==> src/sv/assert_macros.svh <==
// Assertion macros for the delta varint sample decoder RTL.
`ifndef ASSERT_MACROS_SVH
`define ASSERT_MACROS_SVH
`ifndef SYNTHESIS
`define ASSERT_ALWAYS(lbl, clk, rst_n, expr, msg) \
    lbl: assert property (@(posedge clk) disable iff (!rst_n) (expr)) else $error(msg);
`define ASSERT_NEXT(lbl, clk, rst_n, ante, cons, msg) \
    lbl: assert property (@(posedge clk) disable iff (!rst_n) (ante) |=> (cons)) \
        else $error(msg);
`else
`define ASSERT_ALWAYS(lbl, clk, rst_n, expr, msg)
`define ASSERT_NEXT(lbl, clk, rst_n, ante, cons, msg)
`endif
`endif

==> src/sv/dvsd_pkg.sv <==
// Types and constants for the delta varint sample decoder.
package dvsd_pkg;

    localparam int unsigned BYTE_W   = 8;
    localparam int unsigned SAMPLE_W = 32;
    localparam int unsigned MAG_W    = 20;
    localparam int unsigned COUNT_W  = 16;

    localparam logic [COUNT_W-1:0] SPB_RESET = 16'd512;

    // Position of the next byte within its group
    typedef enum logic [1:0] {
        POS_FIRST  = 2'd0,
        POS_SECOND = 2'd1,
        POS_THIRD  = 2'd2
    } pos_t;

    // Decoder status seen by the top level
    typedef struct packed {
        logic               load;
        logic               last;
        logic [COUNT_W-1:0] count;
        pos_t               pos;
    } dvsd_status_t;

endpackage

==> src/sv/dvsd_byte_if.sv <==
// Byte stream channel: valid/ready handshake carrying one compressed byte.
interface dvsd_byte_if;
    logic       valid;
    logic       ready;
    logic [7:0] data_byte;

    modport source (output valid, output data_byte, input ready);
    modport sink   (input valid, input data_byte, output ready);
endinterface

==> src/sv/dvsd_sample_if.sv <==
// Sample channel: valid/ready handshake carrying one decoded sample.
interface dvsd_sample_if;
    logic               valid;
    logic               ready;
    logic signed [31:0] sample;
    logic               last_of_block;

    modport source (output valid, output sample, output last_of_block, input ready);
    modport sink   (input valid, input sample, input last_of_block, output ready);
endinterface

==> src/sv/dvsd_in_stage.sv <==
// Input register: holds one accepted byte until the decode stage takes it.
module dvsd_in_stage
    import dvsd_pkg::*;
(
    input  logic        clk,
    input  logic        rst_n,
    dvsd_byte_if.sink   up,
    dvsd_byte_if.source down
);

    logic              valid_reg;
    logic              valid_next;
    logic [BYTE_W-1:0] byte_reg;
    logic              take;

    // Refill in the same cycle the held word leaves
    assign up.ready = !valid_reg || down.ready;
    assign take     = up.valid && up.ready;

    always_comb
    begin
        valid_next = valid_reg;
        if (take)
        begin
            valid_next = 1'b1;
        end
        else if (down.ready)
        begin
            valid_next = 1'b0;
        end
    end

    always_ff @(posedge clk or negedge rst_n)
    begin
        if (!rst_n)
        begin
            valid_reg <= 1'b0;
        end
        else
        begin
            valid_reg <= valid_next;
        end
    end

    always_ff @(posedge clk)
    begin
        if (take)
        begin
            byte_reg <= up.data_byte;
        end
    end

    assign down.valid     = valid_reg;
    assign down.data_byte = byte_reg;

endmodule

==> src/sv/dvsd_decode.sv <==
// Decode stage: group assembly, running sum, block counter and result register.
module dvsd_decode
    import dvsd_pkg::*;
(
    input  logic               clk,
    input  logic               rst_n,
    input  logic               cfg_we,
    input  logic [COUNT_W-1:0] cfg_wdata,
    dvsd_byte_if.sink          up,
    dvsd_sample_if.source      down,
    output dvsd_status_t       stat
);

    logic [COUNT_W-1:0]  spb_reg;
    pos_t                pos_reg, pos_next;
    logic [MAG_W-1:0]    mag_reg, mag_next;
    logic                neg_reg, neg_next;
    logic [SAMPLE_W-1:0] sum_reg, sum_next;
    logic [COUNT_W-1:0]  count_reg, count_next;
    logic                out_valid_reg, out_valid_next;
    logic [SAMPLE_W-1:0] out_sample_reg;
    logic                out_last_reg;

    logic [BYTE_W-1:0]   b;
    logic [MAG_W-1:0]    mag_acc;
    logic                neg_cur;
    logic                done;
    logic [SAMPLE_W-1:0] diff;
    logic [SAMPLE_W-1:0] sum;
    logic [COUNT_W:0]    count_inc;
    logic                last;
    logic                out_free;
    logic                consume;
    logic                load;

    assign b = up.data_byte;

    always_comb
    begin
        neg_cur = neg_reg;
        unique case (pos_reg)
            POS_SECOND:
            begin
                mag_acc = mag_reg | {7'd0, b[6:0], 6'd0};
                done    = !b[7];
            end
            POS_THIRD:
            begin
                // third byte always closes the group
                mag_acc = mag_reg | {b[6:0], 13'd0};
                done    = 1'b1;
            end
            default:
            begin
                neg_cur = b[0];
                mag_acc = {14'd0, b[6:1]};
                done    = !b[7];
            end
        endcase
    end

    assign diff      = neg_cur ? (SAMPLE_W'(0) - {12'd0, mag_acc}) : {12'd0, mag_acc};
    assign sum       = sum_reg + diff;
    assign count_inc = {1'b0, count_reg} + 17'd1;
    assign last      = count_inc >= {1'b0, spb_reg};

    assign out_free  = !out_valid_reg || down.ready;
    assign consume   = up.valid && (!done || out_free);
    assign load      = consume && done;
    assign up.ready  = !done || out_free;

    always_comb
    begin
        pos_next   = pos_reg;
        mag_next   = mag_reg;
        neg_next   = neg_reg;
        sum_next   = sum_reg;
        count_next = count_reg;
        if (consume)
        begin
            if (done)
            begin
                pos_next   = POS_FIRST;
                mag_next   = '0;
                neg_next   = 1'b0;
                sum_next   = last ? '0 : sum;
                count_next = last ? '0 : count_inc[COUNT_W-1:0];
            end
            else
            begin
                pos_next = (pos_reg == POS_SECOND) ? POS_THIRD : POS_SECOND;
                mag_next = mag_acc;
                neg_next = neg_cur;
            end
        end
    end

    always_comb
    begin
        out_valid_next = out_valid_reg;
        if (load)
        begin
            out_valid_next = 1'b1;
        end
        else if (down.ready)
        begin
            out_valid_next = 1'b0;
        end
    end

    always_ff @(posedge clk or negedge rst_n)
    begin
        if (!rst_n)
        begin
            spb_reg       <= SPB_RESET;
            pos_reg       <= POS_FIRST;
            mag_reg       <= '0;
            neg_reg       <= 1'b0;
            sum_reg       <= '0;
            count_reg     <= '0;
            out_valid_reg <= 1'b0;
        end
        else
        begin
            if (cfg_we)
            begin
                spb_reg <= cfg_wdata;
            end
            pos_reg       <= pos_next;
            mag_reg       <= mag_next;
            neg_reg       <= neg_next;
            sum_reg       <= sum_next;
            count_reg     <= count_next;
            out_valid_reg <= out_valid_next;
        end
    end

    always_ff @(posedge clk)
    begin
        if (load)
        begin
            out_sample_reg <= sum;
            out_last_reg   <= last;
        end
    end

    assign down.valid         = out_valid_reg;
    assign down.sample        = $signed(out_sample_reg);
    assign down.last_of_block = out_last_reg;

    assign stat.load  = load;
    assign stat.last  = last;
    assign stat.count = count_reg;
    assign stat.pos   = pos_reg;

endmodule

==> src/sv/delta_varint_sample_decoder_top.sv <==
// Top level of the delta varint sample decoder.
// Takes one compressed byte per cycle on bytes and gives one sample on samples for each
// group of one to three bytes; a byte passes the input register, and the sample of the
// group it closes is loaded into the result register. Sustained rate is one byte per
// cycle, set by the single decode stage whose longest path is the 32-bit running-sum add.
// A full result register holds back only bytes that close a group. samples_per_block
// must be written through cfg_we/cfg_wdata only while the block is idle; the block does
// not enforce this. 0 acts as 1. The running sum restarts after a last_of_block sample.
`include "assert_macros.svh"

module delta_varint_sample_decoder_top
    import dvsd_pkg::*;
(
    input  logic               clk,
    input  logic               rst_n,
    dvsd_byte_if.sink          bytes,
    dvsd_sample_if.source      samples,
    input  logic               cfg_we,
    input  logic [COUNT_W-1:0] cfg_wdata
);

    dvsd_byte_if  s1 ();
    dvsd_status_t stat;

    dvsd_in_stage u_in_stage (
        .clk   (clk),
        .rst_n (rst_n),
        .up    (bytes),
        .down  (s1)
    );

    dvsd_decode u_decode (
        .clk       (clk),
        .rst_n     (rst_n),
        .cfg_we    (cfg_we),
        .cfg_wdata (cfg_wdata),
        .up        (s1),
        .down      (samples),
        .stat      (stat)
    );

    // a result can only be loaded from a held word
    `ASSERT_ALWAYS(a_load_has_word, clk, rst_n, !stat.load || s1.valid, "load without word")
    `ASSERT_NEXT(a_accept_fills, clk, rst_n, bytes.valid && bytes.ready, s1.valid, "word lost")
    `ASSERT_NEXT(a_group_restarts, clk, rst_n, stat.load, stat.pos == POS_FIRST, "group not closed")
    `ASSERT_NEXT(a_block_restarts, clk, rst_n, stat.load && stat.last, stat.count == '0, "count not cleared")

endmodule

==> src/flat_wrapper.sv <==
// flat-port wrapper written by rule: the top's interface ports become plain ports
module delta_varint_sample_decoder_top_flat import dvsd_pkg::*;
  (clk, rst_n, cfg_we, cfg_wdata, bytes_valid, bytes_data_byte, bytes_ready, samples_valid, samples_sample, samples_last_of_block, samples_ready);
  dvsd_byte_if bytes_i ();
  dvsd_sample_if samples_i ();
  input  logic clk;
  input  logic rst_n;
  input  logic cfg_we;
  input  logic [COUNT_W-1:0] cfg_wdata;
  input wire logic [$bits(bytes_i.valid)-1:0] bytes_valid;
  input wire logic [$bits(bytes_i.data_byte)-1:0] bytes_data_byte;
  output wire logic [$bits(bytes_i.ready)-1:0] bytes_ready;
  output wire logic [$bits(samples_i.valid)-1:0] samples_valid;
  output wire logic [$bits(samples_i.sample)-1:0] samples_sample;
  output wire logic [$bits(samples_i.last_of_block)-1:0] samples_last_of_block;
  input wire logic [$bits(samples_i.ready)-1:0] samples_ready;
  assign bytes_i.valid = bytes_valid;
  assign bytes_i.data_byte = bytes_data_byte;
  assign bytes_ready = bytes_i.ready;
  assign samples_valid = samples_i.valid;
  assign samples_sample = samples_i.sample;
  assign samples_last_of_block = samples_i.last_of_block;
  assign samples_i.ready = samples_ready;
  delta_varint_sample_decoder_top u_core (.clk(clk), .rst_n(rst_n), .bytes(bytes_i), .samples(samples_i), .cfg_we(cfg_we), .cfg_wdata(cfg_wdata));
endmodule
==> config.mk <==
export PLATFORM = sky130hd
export DESIGN_NAME = delta_varint_sample_decoder_top_flat
export DESIGN_NICKNAME = d
export VERILOG_FILES = /design/src/sv/dvsd_pkg.sv /design/src/sv/dvsd_byte_if.sv /design/src/sv/dvsd_sample_if.sv /design/src/sv/dvsd_in_stage.sv /design/src/sv/dvsd_decode.sv /design/src/sv/delta_varint_sample_decoder_top.sv /design/src/flat_wrapper.sv
export VERILOG_INCLUDE_DIRS = /design/src /design/src/sv
export SDC_FILE = /design/constraint.sdc
export NUM_CORES = 1
export LEC_CHECK = 0
export BUFFER_PORTS_ARGS = -buffer_cell sky130_fd_sc_hd__buf_2
export CORE_MARGIN = 2
export CORE_UTILIZATION = 50
export DETAILED_ROUTE_END_ITERATION = 8
export PLACE_DENSITY = 0.69
export SYNTH_ARGS = -nofsm -noshare
export SYNTH_HDL_FRONTEND = slang
export SYNTH_SLANG_ARGS = --single-unit
==> constraint.sdc <==
create_clock -name clk -period 6.42 [get_ports clk]
set_clock_uncertainty 0.15 [all_clocks]
set_input_delay 1.284 -clock clk [delete_from_list [all_inputs] [get_ports clk]]
set_output_delay 1.284 -clock clk [all_outputs]
set_load 0.05 [all_outputs]
======== Word-level counts from Yosys, hierarchy flattened ========
Cells that the tools add are included.
cells by class
  add/sub/neg operators ................... 3
  order comparisons ....................... 1
  equal/unequal tests ..................... 2
  multiplexer cells ....................... 14
  bitwise operators ....................... 2
  reductions and logical operators ........ 14
operators by type and width
  kind                   number
  $mux 32                2
  $pmux 20 s2            1
  $add 32x32->32         1
  $sub 1x20->21 const A  1
  $mux 20                1
  $or 20x13->20          1
  $or 20x20->20          1
  $add 16x1->17 const B  1
  $ge 17x16->1           1
  $mux 16                1
  $mux 1                 7
  $logic_not 1->1        4
  $mux 2                 2
  $reduce_bool 2->1      2
  $logic_and 1x1->1      3
  $logic_or 1x1->1       3
  $eq 2x1->1 const B     1
  $eq 2x2->1 const B     1
  $reduce_and 2->1       1
  $reduce_or 2->1        1
word-level totals
  register bits after elaboration ......... 130
  input port bits ......................... 29
  output and inout port bits .............. 35
  logic and storage cells ................. 47

======== Depth between registers and ports, before layout ========
  word-level depth ........................ 7
  depth in mapped cells ................... 22
  gate-level depth less buffers ........... 19

======== By module ========
From an unflattened synthesis, not the netlist that was laid out.
unflattened totals
  cells, all modules ...................... 794
  area total of the unflattened synthesis .. 7576.0 sq um
modules (own cells, without submodules)
  module         times used  cells each  area an instance (sq um)  sequential area each (sq um)
  dvsd_decode    1           782         7282.0                    3194.3
  dvsd_in_stage  1           12          294.0                     265.3

======== Worst setup path after synthesis ========
No wires, ideal clock.
  path kind ............................... register to register
  from .................................... register u_core.u_decode.pos_reg[0]
  to ...................................... register u_core.u_decode.out_sample_reg[25] (netlist: u_core.u_decode.down.sample[25]) (data pin)
  library setup time ...................... 0.261 ns
  arrival ................................. 4.624 ns
  data required time ...................... 6.009 ns
  setup slack ............................. 1.384 ns
  stages on the path, launching flop included .. 22
  path buffers ............................ 4
  period minus slack after synthesis ...... 5.036 ns
  cells stage by stage .................... dfrtp_1 inv_1 ha_1 buf_4 buf_2 a22oi_1 nand4_1 or2_2 o21ai_0 xnor2_1 ha_1 clkbuf_1 nand4_1 a2111oi_0 inv_2 a211oi_1 or3b_1 and4_1 buf_4 and3_1 or2_1 xor2_1
on the way
  cells in the longest elaborated chain, start to end .. 5
  elaborated cells on any way between the ends .. 8
  classes of those cells .................. add/sub (2); eq/ne (2); mux (3); reduce/logical (1)
ends and longest elaborated chain
  what                                                   RTL line                              RTL
  start, declared                                        dvsd_decode.sv:15                     pos_t pos_reg, pos_next;
  start signal, assigned                                 dvsd_decode.sv:129                    pos_reg <= pos_next;
  $eq 2x2->1 / $eq 2x1->1 (equally long branches)        dvsd_decode.sv:41                     unique case (pos_reg)
  $pmux 20 s2 / $reduce_or 2->1 (equally long branches)  -
  $sub 1x20->21 / $mux 1 (equally long branches)         dvsd_decode.sv:62, dvsd_decode.sv:41
  $mux 32 (*)                                            dvsd_decode.sv:62                     assign diff = neg_cur ? (SAMPLE_W'(0) - {12'd0, mag_acc}) : {12'd0, mag_acc};
  $add 32x32->32 (*)                                     dvsd_decode.sv:63                     assign sum = sum_reg + diff;
  via u_core.u_decode.sum[25]                            dvsd_decode.sv:29                     logic [SAMPLE_W-1:0] sum;
  end signal, assigned                                   dvsd_decode.sv:142                    out_sample_reg <= sum;
  end, declared                                          dvsd_decode.sv:21                     logic [SAMPLE_W-1:0] out_sample_reg;
The timed path passes the listed nets; every way through them passes the cells marked *.
A chain may end at the register's enable or synchronous reset.

======== Worst setup path after layout ========
Same ends and word-level chain as after synthesis.

==> flow_metrics.py <==
metrics = {
    "floorplanning": {
        "rows": 45,
        "core_um2": 15100,
        "die_h_um": 128,
        "ioPinCount": 64,
        "start_util_pct": 50.9,
        "die_w_um": 128,
        "dieArea_um2": 16400,
    },
    "sta": {
        "clock.fmax_mhz": 172,
        "rsz0062_at_grt": "no",
        "setup-tns-final_ns": 0,
        "worst_slew_pin_slew_ns": 0.842,
        "fin_hold_ws_ns": 0.329,
        "hold_viol_final": 0,
        "fin_crit_sh_pct": 90.3,
        "slew_violations": 0,
        "finalSetupViolations": 0,
        "period_needed_ns": 5.80,
        "relSlewSlack_pct": 43.8,
    },
    "final_layout": {
        "synthToLayoutAreaGrowth_pct": 13.4,
        "final_nets": 937,
        "diodes": 0,
        "mostFrequentLayoutCells": "nand2_1 (128), dfrtp_1 (88), o21ai_0 (82)",
        "mostFrequentLayoutCell": "nand2_1",
        "fillCellCount": 1318,
        "drive_above_1_share_pct": 14.1,
    },
    "setup_path": {
        "worstSetupPathType": "reg2reg",
        "worst_path_max_delay_cell": "ha_1",
        "path_cells": "inv_1, ha_1, nor2b_1, a22oi_1, nand4_1, nor4_4, nand2b_1, or2_1, o31ai_1, xnor2_1, ha_1, a21o_1, nor3_1, or3b_1, and4_1, and3_1, or2_1, xor2_1",
        "critPathMaxStageDelay_ns": 0.70,
        "cp_data_arrival_time_ns": 5.80,
        "crit_path_end_kind": "register",
        "critPathMaxFanout": 20,
        "cp-start-kind": "register",
        "critPathRequiredTime_ns": 6.42,
    },
    "cts": {
        "cts_setup_buffers": 0,
        "postCtsHoldBufs": 0,
        "htree_levels": 4,
        "insertion_delay_ns": 0.43,
        "numCtsBuffers": 17,
        "cts_tree": "yes",
        "post_cts_resized": 0,
        "path_clk_slew_ns": 0.06,
        "cts-root-buf": "clkbuf_16",
        "cts_buffer_depth": 2,
        "clock-sinks": 130,
    },
    "global_routing": {
        "overflow": 0,
        "grt_max_degree": 64,
        "grt_usage_pct": 21.9,
        "grt_pass1_vias": 5918,
        "grt_pass1_wl_um": 28800,
        "antenna_found_initial": 0,
    },
    "job": {
        "drv_cap": 0,
    },
    "logic_synthesis": {
        "synth.avg_cell_area_um2": 9.45,
        "netlist_area_um2": 7680,
        "synth_nets": 886,
        "ys_types": 70,
        "ys_seq_area_share_pct": 45.0,
        "synthArstFlopShare_pct": 68.5,
        "postSynthCellCount": 813,
        "yosys_warnings": 0,
        "synth_seq_cells": 130,
        "synth-edff-count": 41,
        "synth_top_flop_cell": "dfrtp_1",
    },
    "power_and_ir_drop": {
        "internal_power_w": 0.00256,
        "clkPwrFrac_pct": 21.7,
        "p_sw_w": 0.00192,
        "powerDensity_nw_per_um2": 514,
        "seqPwrFrac_pct": 29.3,
        "peakVddDrop_mv": 0.246,
        "p_sw_share_pct": 42.9,
        "cellLeakagePower_nw": 3.86,
        "comb_power_share_pct": 48.9,
    },
    "placement": {
        "dp_hpwl_um": 11800,
        "place_congestion": 0.874,
        "port_buffers": 63,
    },
    "drt": {
        "num_vias": 6127,
        "drt_iter0_markers": 407,
        "route.detailed.drc": 0,
        "drtAntennaViolNets": 0,
        "firstDrtPassIters": 6,
        "routed_wl_um": 17000,
        "wire_per_inst_um": 15.9,
        "routed_via_density": 5.75,
    },
    "run_status": {
        "status": "finished clean",
    },
    "hold_path": {
        "hp-class": "reg2reg",
    },
}
[critical path, delay by kind of cell, from the launching register on]
kind            cells  cell delay (ns)
flops               1             0.39
fa+ha+maj           2             0.96
xor+xnor            2             0.29
compound gates      3             0.94
buf+inv             1             0.06
simple gates       10             2.74
[final timing paths]
kind / end / startpoint / slack, ns / cells after the start
max reg2reg: u_core.u_decode.down.sample[25] / u_core.u_decode.pos_reg[0] / 0.62 / 18
min in group asynchronous: u_core.u_decode.spb_reg[10] / rst_n / 0.62 / 1
min reg2reg: u_core.u_decode.mag_reg[2] / u_core.u_decode.mag_reg[2] / 0.33 / 2
min: u_core.u_decode.mag_reg[2] / u_core.u_decode.mag_reg[2] / 0.33 / 2
max in group asynchronous: u_core.u_decode.mag_reg[11] / rst_n / 4.36 / 2
max: u_core.u_decode.down.sample[25] / u_core.u_decode.pos_reg[0] / 0.62 / 18
[layer usage]
| metal | GRT usage (%) | part of all wire (%) | vias up |
|---|---|---|---|
| met1 | 29.2 | 45 | 2961 |
| met5 | 0 | 0 | - |
| met4 | 5.37 | 1.3 | 0 |
| met2 | 36.3 | 49 | 148 |
| li1 | - | - | 2997 |
| met3 | 5.05 | 4.1 | 21 |
[cell usage after synthesis (3+ instances only)]
library cell	number	share of area (%)
or3_1	4	0.33
o21a_1	6	0.59
and3_1	13	1.1
edfxtp_1	41	16
or2_2	8	0.65
a21oi_1	44	2.9
and4_1	4	0.46
a211oi_1	5	0.49
dfrtp_1	88	29
and2_1	13	1.1
ha_1	43	7.0
nand2_1	128	6.3
nor3_1	14	0.91
o21ai_0	82	5.3
o31ai_1	10	0.98
nand2b_1	4	0.33
nor2_1	32	1.6
a22o_1	28	3.2
a31oi_1	5	0.41
a22oi_1	3	0.29
buf_2	6	0.39
nand4_1	10	0.81
clkbuf_1	28	1.4
nor2b_1	9	0.73
o21ai_1	10	0.65
nand3_1	20	1.3
inv_1	28	1.4
mux2i_1	3	0.39
buf_4	3	0.29
xnor2_1	45	5.1
a21o_1	14	1.4
xor2_1	16	1.8
[cells by family (layout without fill, tap and decap cells)]
| logic type | Yosys count | count (layout) | synth area share (%) |
|---|---|---|---|
| xor gates and xnor gates | 61 | 61 | 6.96 |
| muxes | 5 | 5 | 0.684 |
| buffers and inverters | 68 | 132 | 3.66 |
| adders and majority gates | 44 | 44 | 7.27 |
| and+or+nand+nor | 272 | 272 | 17.0 |
| DFF | 130 | 130 | 45.0 |
| AOI/OAI and AO/OA | 233 | 233 | 19.4 |
[area by class of cell]
| class | count | area [um2] | area share (%) |
|---|---|---|---|
| Clock buffer | 17 | 425 | 4.88 |
| Clock inverter | 15 | 166 | 1.91 |
| Inverter | 29 | 109 | 1.25 |
| Multi-Input combinational cell | 615 | 3940 | 45.2 |
| Sequential cell | 130 | 3460 | 39.7 |
| Tap cell | 188 | 235 | 2.70 |
| Timing Repair Buffer | 71 | 378 | 4.34 |
[per-stage QoR]
| stage | worst slack [ns] | std cells | power [W] | util [%] | area, um2 |
|---|---|---|---|---|---|
| 6_report | 0.623 | 1065 | 0.00448 | 57.7 | 8710 |
| 5_1_grt | 0.210 | 1065 | 0.00479 | 57.7 | 8710 |
| 3_5_place_dp | 0.715 | 1033 | 0.00350 | 53.8 | 8120 |
| 2_1_floorplan | 1.38 | 813 | 0.00301 | - | 7680 |
| 3_3_place_gp | 0.809 | 1033 | 0.00347 | 53.8 | 8120 |
| 4_1_cts | 0.701 | 1065 | 0.00449 | 57.7 | 8710 |
[power groups by stage]
stage | Clock (W) | Combinational (W) | Sequential [W]
2_1_floorplan | 0 | 0.00146 | 0.00156
3_3_place_gp | 0 | 0.00215 | 0.00132
3_5_place_dp | 0 | 0.00217 | 0.00133
4_1_cts | 0.000985 | 0.00219 | 0.00131
5_1_grt | 0.00102 | 0.00243 | 0.00134
6_report | 0.000973 | 0.00219 | 0.00131
No activity file was read; power rests on OpenSTA's default activity.
